--- src/hw/rtl/mrrc_pkg.sv ---
// shared types, constants and crc function for the modbus read request checker
// no dependencies
package mrrc_pkg;

   localparam logic [2:0]  FRAME_LAST_POS = 3'd7;
   localparam logic [2:0]  CRC_BYTES      = 3'd6;
   localparam logic [15:0] CRC_INIT       = 16'hFFFF;
   localparam logic [15:0] CRC_POLY       = 16'hA001;
   localparam logic [7:0]  FUNC_READ      = 8'h03;
   localparam logic [7:0]  QTY_READ       = 8'h02;
   localparam logic [15:0] REG_FIRST      = 16'h0014;
   localparam logic [15:0] REG_LAST       = 16'h0053;
   localparam logic [7:0]  STATION_RESET  = 8'h01;
   localparam logic [3:0]  CHANNEL_BIAS   = 4'd8;

   typedef enum logic [2:0] {
      STATUS_OK            = 3'd0,
      STATUS_ADDR_MISMATCH = 3'd1,
      STATUS_CRC_ERROR     = 3'd2,
      STATUS_BAD_FUNCTION  = 3'd3,
      STATUS_REG_RANGE     = 3'd4
   } status_type;

   // frame view handed from the accumulator to the checker
   typedef struct packed {
      logic        last;
      logic [7:0]  station;
      logic [7:0]  function_code;
      logic [15:0] register_address;
      logic [7:0]  quantity_low;
      logic [15:0] crc_received;
      logic [15:0] crc_computed;
   } frame_type;

   typedef struct packed {
      status_type  status;
      logic [15:0] register_address;
      logic [1:0]  sensor_kind;
      logic [3:0]  channel;
   } result_type;

   // one byte of the reflected modbus crc-16
   function automatic logic [15:0] crc16_byte(input logic [15:0] crc,
                                              input logic [7:0]  data);
      logic [15:0] c;
      c = crc ^ {8'h00, data};
      for (int i = 0; i < 8; i++) begin
         c = c[0] ? ((c >> 1) ^ CRC_POLY) : (c >> 1);
      end
      return c;
   endfunction

endpackage

--- src/hw/rtl/mrrc_if.sv ---
// valid/ready channel interfaces for request bytes and check results
// no dependencies
interface mrrc_req_if;
   logic       valid;
   logic       ready;
   logic [7:0] rx_byte;

   modport source (output valid, output rx_byte, input ready);
   modport sink (input valid, input rx_byte, output ready);
endinterface

interface mrrc_rsp_if;
   logic        valid;
   logic        ready;
   logic [2:0]  status;
   logic [15:0] register_address;
   logic [1:0]  sensor_kind;
   logic [3:0]  channel;

   modport source (output valid, output status, output register_address,
                   output sensor_kind, output channel, input ready);
   modport sink (input valid, input status, input register_address,
                 input sensor_kind, input channel, output ready);
endinterface

--- src/hw/rtl/modbus_read_request_checker_core.sv ---
// modbus rtu read request checker, top level
// depends on mrrc_pkg, mrrc_if, mrrc_frame_acc and mrrc_result_chk
//
// usage:
//  - req_chan carries one received byte per transaction; eight bytes make
//    one read request frame, with no resync other than reset
//  - rsp_chan carries one check result per frame: status, register address,
//    sensor kind and channel (kind and channel are zero unless status is ok)
//  - csr_write_enable/csr_write_data load the station address (reset 1);
//    write it only while no frame is in progress
//  - throughput: one byte per cycle while rsp_chan is not stalled; the
//    byte crc update is combinational logic between the input register
//    and the frame state; the eighth byte of a frame sits in the input
//    register, then the result is registered
//  - reset clears the byte position and both valid flags, presets the crc
//    and restores the station address; the first byte after it starts a frame
//  - when rsp_chan stalls the result holds; bytes of the next frame keep
//    flowing, only its eighth byte waits in the input register, and then
//    req_chan.ready drops until the held result is taken
module modbus_read_request_checker_core
   import mrrc_pkg::*;
(
   input  logic       clock,
   input  logic       reset,
   mrrc_req_if.sink   req_chan,
   mrrc_rsp_if.source rsp_chan,
   input  logic       csr_write_enable,
   input  logic [7:0] csr_write_data
);

   logic       in_valid_ff;
   logic       in_valid_in;
   logic [7:0] in_byte_ff;
   logic       rsp_valid_ff;
   logic       rsp_valid_in;
   result_type rsp_result_ff;
   logic [7:0] station_ff;
   logic       req_take;
   logic       out_free;
   logic       advance;
   frame_type  frame;
   result_type result;

   // byte position and crc state
   mrrc_frame_acc u_frame_acc (
      .clock      (clock),
      .reset      (reset),
      .byte_valid (advance),
      .rx_byte    (in_byte_ff),
      .frame      (frame)
   );

   // checks on the completed frame
   mrrc_result_chk u_result_chk (
      .frame           (frame),
      .station_address (station_ff),
      .result          (result)
   );

   // only the eighth byte needs room in the result register
   assign out_free = !rsp_valid_ff || rsp_chan.ready;
   assign advance  = in_valid_ff && (!frame.last || out_free);
   assign req_take = req_chan.valid && req_chan.ready;

   assign req_chan.ready = !in_valid_ff || advance;

   always_comb begin
      in_valid_in = in_valid_ff;
      if (req_take) begin
         in_valid_in = 1'b1;
      end else if (advance) begin
         in_valid_in = 1'b0;
      end
   end

   always_comb begin
      rsp_valid_in = rsp_valid_ff;
      if (advance && frame.last) begin
         rsp_valid_in = 1'b1;
      end else if (rsp_chan.ready) begin
         rsp_valid_in = 1'b0;
      end
   end

   always_ff @(posedge clock) begin
      if (reset) begin
         in_valid_ff  <= 1'b0;
         rsp_valid_ff <= 1'b0;
         station_ff   <= STATION_RESET;
      end else begin
         in_valid_ff  <= in_valid_in;
         rsp_valid_ff <= rsp_valid_in;
         if (csr_write_enable) begin
            station_ff <= csr_write_data;
         end
      end
   end

   // payload registers
   always_ff @(posedge clock) begin
      if (req_take) begin
         in_byte_ff <= req_chan.rx_byte;
      end
      if (advance && frame.last) begin
         rsp_result_ff <= result;
      end
   end

   assign rsp_chan.valid            = rsp_valid_ff;
   assign rsp_chan.status           = rsp_result_ff.status;
   assign rsp_chan.register_address = rsp_result_ff.register_address;
   assign rsp_chan.sensor_kind      = rsp_result_ff.sensor_kind;
   assign rsp_chan.channel          = rsp_result_ff.channel;

endmodule

--- src/hw/rtl/mrrc_frame_acc.sv ---
// frame accumulator: byte position, running crc and stored frame bytes
// depends on mrrc_pkg
module mrrc_frame_acc
   import mrrc_pkg::*;
(
   input  logic       clock,
   input  logic       reset,
   input  logic       byte_valid,
   input  logic [7:0] rx_byte,
   output frame_type  frame
);

   logic [2:0]  count_ff;
   logic [2:0]  count_in;
   logic [15:0] crc_ff;
   logic [15:0] crc_in;
   logic [7:0]  bytes_ff [0:6];
   logic        last;

   assign last = (count_ff == FRAME_LAST_POS);

   always_comb begin
      count_in = count_ff;
      crc_in   = crc_ff;
      if (byte_valid) begin
         if (last) begin
            count_in = '0;
            crc_in   = CRC_INIT;
         end else begin
            count_in = count_ff + 3'd1;
            if (count_ff < CRC_BYTES) begin
               crc_in = crc16_byte(crc_ff, rx_byte);
            end
         end
      end
   end

   always_ff @(posedge clock) begin
      if (reset) begin
         count_ff <= '0;
         crc_ff   <= CRC_INIT;
      end else begin
         count_ff <= count_in;
         crc_ff   <= crc_in;
      end
   end

   // byte seven is used live, never stored
   always_ff @(posedge clock) begin
      if (byte_valid && !last) begin
         bytes_ff[count_ff] <= rx_byte;
      end
   end

   assign frame.last             = last;
   assign frame.station          = bytes_ff[0];
   assign frame.function_code    = bytes_ff[1];
   assign frame.register_address = {bytes_ff[2], bytes_ff[3]};
   assign frame.quantity_low     = bytes_ff[5];
   assign frame.crc_received     = {rx_byte, bytes_ff[6]};
   assign frame.crc_computed     = crc_ff;

endmodule

--- src/hw/rtl/mrrc_result_chk.sv ---
// frame checks in priority order and sensor decode
// depends on mrrc_pkg
module mrrc_result_chk
   import mrrc_pkg::*;
(
   input  frame_type  frame,
   input  logic [7:0] station_address,
   output result_type result
);

   logic [15:0] offset;

   assign offset = frame.register_address - REG_FIRST;

   always_comb begin
      result.status           = STATUS_OK;
      result.register_address = frame.register_address;
      result.sensor_kind      = '0;
      result.channel          = '0;
      if (frame.station != station_address) begin
         result.status = STATUS_ADDR_MISMATCH;
      end else if (frame.crc_received != frame.crc_computed) begin
         result.status = STATUS_CRC_ERROR;
      end else if (frame.function_code != FUNC_READ || frame.quantity_low != QTY_READ) begin
         result.status = STATUS_BAD_FUNCTION;
      end else if (frame.register_address < REG_FIRST ||
                   frame.register_address > REG_LAST) begin
         result.status = STATUS_REG_RANGE;
      end else begin
         result.sensor_kind = offset[5:4];
         result.channel     = offset[3:0] + CHANNEL_BIAS;
      end
   end

endmodule

--- src/flat_wrapper.sv ---
// flat-port wrapper written by rule: the top's interface ports become plain ports
module modbus_read_request_checker_core_flat import mrrc_pkg::*;
  (clock, reset, csr_write_enable, csr_write_data, req_chan_valid, req_chan_rx_byte, req_chan_ready, rsp_chan_valid, rsp_chan_status, rsp_chan_register_address, rsp_chan_sensor_kind, rsp_chan_channel, rsp_chan_ready);
  mrrc_req_if req_chan_i ();
  mrrc_rsp_if rsp_chan_i ();
  input  logic clock;
  input  logic reset;
  input  logic csr_write_enable;
  input  logic [7:0] csr_write_data;
  input wire logic [$bits(req_chan_i.valid)-1:0] req_chan_valid;
  input wire logic [$bits(req_chan_i.rx_byte)-1:0] req_chan_rx_byte;
  output wire logic [$bits(req_chan_i.ready)-1:0] req_chan_ready;
  output wire logic [$bits(rsp_chan_i.valid)-1:0] rsp_chan_valid;
  output wire logic [$bits(rsp_chan_i.status)-1:0] rsp_chan_status;
  output wire logic [$bits(rsp_chan_i.register_address)-1:0] rsp_chan_register_address;
  output wire logic [$bits(rsp_chan_i.sensor_kind)-1:0] rsp_chan_sensor_kind;
  output wire logic [$bits(rsp_chan_i.channel)-1:0] rsp_chan_channel;
  input wire logic [$bits(rsp_chan_i.ready)-1:0] rsp_chan_ready;
  assign req_chan_i.valid = req_chan_valid;
  assign req_chan_i.rx_byte = req_chan_rx_byte;
  assign req_chan_ready = req_chan_i.ready;
  assign rsp_chan_valid = rsp_chan_i.valid;
  assign rsp_chan_status = rsp_chan_i.status;
  assign rsp_chan_register_address = rsp_chan_i.register_address;
  assign rsp_chan_sensor_kind = rsp_chan_i.sensor_kind;
  assign rsp_chan_channel = rsp_chan_i.channel;
  assign rsp_chan_i.ready = rsp_chan_ready;
  modbus_read_request_checker_core u_core (.clock(clock), .reset(reset), .req_chan(req_chan_i), .rsp_chan(rsp_chan_i), .csr_write_enable(csr_write_enable), .csr_write_data(csr_write_data));
endmodule
--- config.mk ---
export PLATFORM = sky130hd
export DESIGN_NAME = modbus_read_request_checker_core_flat
export DESIGN_NICKNAME = d
export VERILOG_FILES = /design/src/hw/rtl/mrrc_pkg.sv /design/src/hw/rtl/mrrc_if.sv /design/src/hw/rtl/modbus_read_request_checker_core.sv /design/src/hw/rtl/mrrc_frame_acc.sv /design/src/hw/rtl/mrrc_result_chk.sv /design/src/flat_wrapper.sv
export SDC_FILE = /design/constraint.sdc
export NUM_CORES = 1
export LEC_CHECK = 0
export BUFFER_PORTS_ARGS = -buffer_cell sky130_fd_sc_hd__clkbuf_2
export CORE_MARGIN = 2
export CORE_UTILIZATION = 34
export CTS_CLUSTER_DIAMETER = 100
export DETAILED_ROUTE_END_ITERATION = 8
export PLACE_DENSITY = 0.5
export SLEW_MARGIN = 20
export SYNTH_ARGS = -nofsm -noshare
export SYNTH_HDL_FRONTEND = slang
export SYNTH_HIERARCHICAL = 1
export SYNTH_SLANG_ARGS = --single-unit
--- constraint.sdc ---
create_clock -name clock -period 2.58 [get_ports clock]
set_input_delay 0.129 -clock clock [delete_from_list [all_inputs] [get_ports clock]]
set_output_delay 0.129 -clock clock [all_outputs]
set_load 0.01 [all_outputs]
==> results.sh, run 1 <==
export IMPL_setup_violations_final=0
export IMPL_die_area_um2=14340
export IMPL_critPathCaptureType="flop"
export IMPL_tightest_slew_ns=0.5746
export IMPL_status="completed"
export IMPL_static_leakage_power_nw=1.911
export IMPL_crit_family="XOR/XNOR gates"
export IMPL_startpoint="u_core/in_byte_ff[1]"
export IMPL_synth_top_family_by_area="simple AND/OR/NAND/NOR gates"
export IMPL_syn_inst=314
export IMPL_cts_made_buffers=9
export IMPL_synth_edf_count=81
export IMPL_cts_root_buf="clkbuf_16"
export IMPL_ios=48
export IMPL_synth_cell_types=48
export IMPL_drt_pass1_iter_count=6
export IMPL_grt_pass1_wl_mm=13.31
export IMPL_async_reset_ff_share_pct=0
export IMPL_maxCapViolations=0
export IMPL_path_buf_inv=0
export IMPL_die_width_um=119.8
export IMPL_antenna_found_initial=0
export IMPL_rows=42
export IMPL_ant_nets=0
export IMPL_cts_sinks=110
export IMPL_hold_path_class="in -> reg"
export IMPL_clockBufferDepth=2
export IMPL_synth_xor_area_share_pct=9.860
export IMPL_grt_max_degree=31
export IMPL_synth_avg_cell_area_um2=14.51
export IMPL_hold_start="csr_write_data[4]"
export IMPL_hold_path_depth=3
export IMPL_rsz0062_at_grt="no"
export IMPL_drt_total_wl_mm=8.368
export IMPL_vias=2470
export IMPL_path_cells="xnor2_1 -> xor2_1 -> xnor3_2 -> xnor3_1 -> o32a_2"
export IMPL_synth_area_mux_share_pct=2.197
export IMPL_hold_viol_final=0
export IMPL_fmax_ghz=0.4448
export IMPL_total_power_mw=3.818
export IMPL_final_common_cell="edfxtp_1"
export IMPL_synth_nets=338
export IMPL_r2r_start="u_core/in_byte_ff[1]"
export IMPL_crit_slowest_cell="edfxtp_1"
export IMPL_start_util_pct=34.68
export IMPL_htree_num_levels=3
export IMPL_grt_use_total_pct=12.49
export IMPL_final_cell_count_no_fill=544
export IMPL_fin_util_pct=40.34
export IMPL_dp_cells=517
export IMPL_worstSkewPairLatency_ns=0.36
export IMPL_clk_pin_slew_worst_paths_ns=0.07
export IMPL_postCtsSetupBuffers=0
export IMPL_fin_crit_ns=2.248
export IMPL_die_y_um=119.8
export IMPL_cts_resized_gates=0
export IMPL_finalNetCount=387
export IMPL_final_cell_mix="edfxtp_1 (81), clkbuf_2 (47), xor2_1 (31)"
export IMPL_synthAdderAreaFrac_pct=0.8239
export IMPL_tns_ns=0
export IMPL_ir_drop_mv=0.3615
export IMPL_area_growth_pct=16.34
export IMPL_grt_pass1_vias=2466
export IMPL_min_period_over_period_pct=87.15
export IMPL_ys_seq_area_share_pct=66.14
export IMPL_skew_ns=0.01258
export IMPL_cp_depth=5
export IMPL_core_area_um2=13140
export IMPL_yosys_area_share_simple_pct=11.29
export IMPL_critPathMaxFanout=8
export IMPL_highest_layer="met4"
export IMPL_gp_congestion=0.7984
export IMPL_cp_required_ns=2.82
export IMPL_io_buffers=47
export IMPL_worstRegToRegCells=5
export IMPL_final_layout_size_suffix_gt1_share_pct=25.27
export IMPL_place_hpwl_mm=5.938
export IMPL_crit_path_start_kind="flop"
export IMPL_synth_compound_area_share_pct=4.065
export IMPL_synth_warning_count=6
export IMPL_syn_area_um2=4556
export IMPL_wl_per_cell_um=15.38
export IMPL_n_antenna_cell=0
export IMPL_synthFlopType="edfxtp_1"
export IMPL_critPathKind="reg -> reg"
export IMPL_slowest_delay_ns=0.52
export IMPL_grt_ovfl_total=0
export IMPL_wl_met2_mm=4.071
export IMPL_power_density_nw_per_um2=720.4
export IMPL_cts_tree="built"
export IMPL_viasPerCell=4.540
export IMPL_slew_headroom_pct=61.69
export IMPL_slew_viol_final=0
export IMPL_drtIter0Drc=151
export IMPL_critical_path_arrival_ns=2.49
export IMPL_wl_met3_um=317
export IMPL_wl_met1_mm=3.858
export IMPL_ys_seq_elements=110
export IMPL_post_route_drc_count=0
export IMPL_hold_buffers=11
[tightest hold or removal path: stages]
cell and delay, ns:
clkbuf_2 0.08, mux2i_1 0.05, nor2_1 0.07
[Yosys cell counts (3+ instances only)]
master    count  area, um^2
o21bai_1      5       37.54
mux2i_1      10       100.1
nor4_1        9       56.30
nand2b_1     12       75.07
edfxtp_1     81        2432
xor2_1       31       271.5
nor2_1       19       71.32
buf_4        25       187.7
ha_1          3       37.54
inv_1         8       30.03
dfxtp_1      29       580.6
nand2_1       4       15.01
nor4_2        5       62.56
xnor2_1      15       131.4
nor3_1        9       45.04
clkbuf_1      6       22.52
o22ai_1       8       50.05
[sequential cells by signal, indices dropped and copies added, names as in the netlist]
signal / flops
u_core/in_byte_ff: 8
u_core/in_valid_ff: 1
u_core/rsp_chan.channel: 4
u_core/rsp_chan.register_address: 16
u_core/rsp_chan.sensor_kind: 2
u_core/rsp_chan.status: 3
u_core/rsp_chan.valid: 1
u_core/station_ff: 8
u_core/u_frame_acc/bytes_ff: 48
u_core/u_frame_acc/count_ff: 3
u_core/u_frame_acc/crc_ff: 16
[routing by layer]
layer  vias up  track usage [%]
met5         -                0
met4         0            3.971
met3         9            4.183
met2        43            20.64
met1      1203            15.46
li1       1215                -
[report_power, final]
part | leakage (nW) | internal, mW | switching (mW)
Combinational | 0.800 | 0.226 | 0.186
Sequential | 0.961 | 1.96 | 0.0757
Clock | 0.149 | 0.711 | 0.662
Total | 1.91 | 2.89 | 0.924
[layout make-up]
cell class              instances  area [um^2]
clock inverters                 6        60.06
fillers                      1274         7838
flip-flops and latches        110         3013
clock buffers                  10        239.0
well taps                     176        220.2
multi-input cells             163         1295
inverters                       8        30.03
repair buffers                 71        442.9
[final timing paths]
path | endpoint | slack [ns]
max | u_core/u_frame_acc/crc_ff[0] | 0.33
min | u_core/station_ff[4] | 0.02
max reg2reg | u_core/u_frame_acc/crc_ff[0] | 0.33
min reg2reg | u_core/rsp_chan.register_address[11] | 0.46
[logic make-up after synthesis]
kind of cell    Yosys count
buf+inv                  41
compound gates           26
mux                      10
flops                   110
xor+xnor                 48
fa+ha+maj                 3
simple gates             76
[per-stage QoR]
step / worst slack, ns / cell area (um^2) / hold slack (ns)
global placement: 0.4075 / 4891 / 0.3069
floorplan: 0.1250 / 4562 / 0.2279
CTS: 0.3116 / 5300 / 0.005020
finish: 0.3316 / 5300 / 0.01902
detailed placement: 0.3251 / 4891 / 0.3077
global route: 0.1944 / 5300 / 0.01997
(Power assumes the default switching activity.)
==> run 2, diff against run 1 <==
--- a/config.mk
+++ b/config.mk
@@ -14,5 +14,4 @@
 export SLEW_MARGIN = 20
 export SYNTH_ARGS = -nofsm -noshare
 export SYNTH_HDL_FRONTEND = slang
-export SYNTH_HIERARCHICAL = 1
 export SYNTH_SLANG_ARGS = --single-unit
==> results.sh, run 2 <==
export IMPL_final_common_cell="edfxtp_1"
export IMPL_synthTopCellsByCount="edfxtp_1 (81), dfxtp_1 (29), nor2_1 (28), xor2_1 (28), nand2_1 (23)"
export IMPL_worstSkewPairLatency_ns=0.34
export IMPL_dp_cells=531
export IMPL_maxCapViolations=0
export IMPL_largest_reg_flops=48
export IMPL_ant_nets=0
export IMPL_tns_ns=0
export IMPL_rows=41
export IMPL_critPathMaxFanout=8
export IMPL_slew_headroom_pct=36.32
export IMPL_syn_inst=309
export IMPL_final_layout_size_suffix_gt1_share_pct=20.05
export IMPL_grt_pass1_vias=2501
export IMPL_grt_ovfl_total=0
export IMPL_drtIter0Drc=163
export IMPL_synthTopCellsByArea="edfxtp_1 (57%), dfxtp_1 (14%), xor2_1 (5.7%)"
export IMPL_grt_max_degree=30
export IMPL_critical_path_arrival_ns=2.47
export IMPL_async_reset_ff_share_pct=0
export IMPL_synth_edf_count=81
export IMPL_status="completed"
export IMPL_rsz0062_at_grt="no"
export IMPL_fmax_ghz=0.4411
export IMPL_cts_tree="built"
export IMPL_min_period_over_period_pct=87.87
export IMPL_tightest_slew_ns=0.9508
export IMPL_antenna_found_initial=0
export IMPL_synthFlopType="edfxtp_1"
export IMPL_slew_viol_final=0
export IMPL_n_antenna_cell=0
export IMPL_drt_total_wl_mm=8.664
export IMPL_synth_nets=334
export IMPL_ios=48
export IMPL_hold_path_depth=3
export IMPL_final_cell_mix="edfxtp_1 (81), clkbuf_2 (47), dfxtp_1 (29)"
export IMPL_hold_viol_final=0
export IMPL_largest_register="u_core.u_frame_acc.bytes_ff"
export IMPL_cts_resized_gates=0
export IMPL_syn_area_um2=4293
export IMPL_total_power_mw=3.743
export IMPL_die_area_um2=13540
export IMPL_post_route_drc_count=0
export IMPL_cts_root_buf="clkbuf_16"
export IMPL_htree_num_levels=3
export IMPL_critPathCaptureType="flop"
export IMPL_io_buffers=47
export IMPL_fin_crit_ns=2.267
export IMPL_cts_sinks=110
export IMPL_synth_cell_types=37
export IMPL_wl_per_cell_um=15.58
export IMPL_setup_violations_final=0
export IMPL_postCtsSetupBuffers=0
export IMPL_synth_avg_cell_area_um2=13.89
export IMPL_gp_congestion=0.8151
export IMPL_grt_pass1_wl_mm=13.70
export IMPL_hold_path_class="in -> reg"
export IMPL_cts_made_buffers=9
export IMPL_worstRegToRegCells=6
export IMPL_ys_seq_elements=110
export IMPL_grt_use_total_pct=13.68
export IMPL_yosysTopAreaCellShare_pct=56.66
export IMPL_core_area_um2=12470
export IMPL_power_density_nw_per_um2=723.7
export IMPL_finalNetCount=404
export IMPL_synth_warning_count=0
export IMPL_final_cell_count_no_fill=556
export IMPL_clockBufferDepth=2
export IMPL_place_hpwl_mm=6.214
export IMPL_nFillCells=1164
export IMPL_yosysMostFrequentCell="edfxtp_1"
export IMPL_skew_ns=0.009150
export IMPL_critPathKind="reg -> reg"
export IMPL_viasPerCell=4.513
export IMPL_cp_required_ns=2.78
export IMPL_start_util_pct=34.44
export IMPL_die_y_um=116.4
export IMPL_drt_pass1_iter_count=4
export IMPL_ir_drop_mv=0.3536
export IMPL_vias=2509
export IMPL_clk_pin_slew_worst_paths_ns=0.08
export IMPL_static_leakage_power_nw=1.888
export IMPL_synth_largest_area_cell="edfxtp_1"
export IMPL_area_growth_pct=20.49
export IMPL_ys_seq_area_share_pct=70.18
export IMPL_crit_path_start_kind="flop"
export IMPL_die_width_um=116.4
## run 2: cell types whose count changed after synthesis, sizes merged, moves of 7 or more
cell	previous run	this run
nand2b	12	2
nand2	4	23
o22ai	8	0
nor2	19	28
buf	27	2
nand3	1	8
## run 2: timing repair
item                       CTS  global route
hold buffers                 9             0
hold endpoints to repair     9             0
setup endpoints to repair    0             0
## run 2: cell type report
| class | count | area (um^2) | area share, % |
|---|---|---|---|
| Inverter | 4 | 15.01 | 0.2903 |
| Timing Repair Buffer | 67 | 420.4 | 8.128 |
| Multi-Input combinational cell | 187 | 1229 | 23.75 |
| Sequential cell | 110 | 3013 | 58.25 |
| Tap cell | 172 | 215.2 | 4.161 |
| Clock buffer | 9 | 225.2 | 4.354 |
| Clock inverter | 7 | 55.05 | 1.064 |
## run 2: path summary, 6_finish.rpt
check	startpoint	endpoint	slack, ns
setup / recovery	u_core.in_byte_ff[1]	u_core.u_frame_acc.crc_ff[0]	0.31
hold / removal	csr_write_data[5]	u_core.station_ff[5]	0.02
setup reg to reg	u_core.in_byte_ff[1]	u_core.u_frame_acc.crc_ff[0]	0.31
hold reg to reg	u_core.u_frame_acc.bytes_ff[3][7]	u_core.rsp_chan.register_address[7]	0.44
## run 2: kinds of logic after synthesis
logic type,share of synthesized area (%)
AOI/OAI and AO/OA,3.469
DFF,70.18
buffers and inverters,1.253
muxes,1.632
and+or+nand+nor,12.42
xor gates and xnor gates,9.881
adders and majority gates,1.166
## run 2: metrics by stage
| step | hold slack (ns) | setup WS, ns | util (%) | cell area (um^2) |
|---|---|---|---|---|
| 2_1_floorplan | 0.2279 | 0.2794 | - | 4295 |
| 3_3_place_gp | 0.3110 | 0.3966 | 38.52 | 4802 |
| 3_5_place_dp | 0.3100 | 0.3080 | 38.52 | 4802 |
| 4_1_cts | 0.009155 | 0.2857 | 41.49 | 5172 |
| 5_1_grt | 0.03188 | 0.1435 | 41.49 | 5172 |
| 6_report | 0.01950 | 0.3130 | 41.49 | 5172 |
## run 2: worst max-delay path, stage by stage, from the launching register on
cell      delay (ns)
edfxtp_1        0.54
xnor2_1         0.32
xnor2_1         0.21
xnor3_2         0.52
xor2_2          0.18
nor4_1          0.28
a311oi_1        0.08
## run 2: power breakdown
part	total [mW]	switching, mW	internal [mW]
clock	1.31	0.637	0.668
sequential	2.04	0.0806	1.96
combinational	0.398	0.201	0.196
total	3.74	0.919	2.82
## run 2: per-layer routing
metal | routed length (um) | vias to the layer above | global-route usage, %
met1 | 3975 | 1199 | 17.93
met4 | 78 | 0 | 4.048
met5 | 0 | - | 0
met3 | 331 | 7 | 2.647
met2 | 4279 | 56 | 23.14
li1 | - | 1247 | -
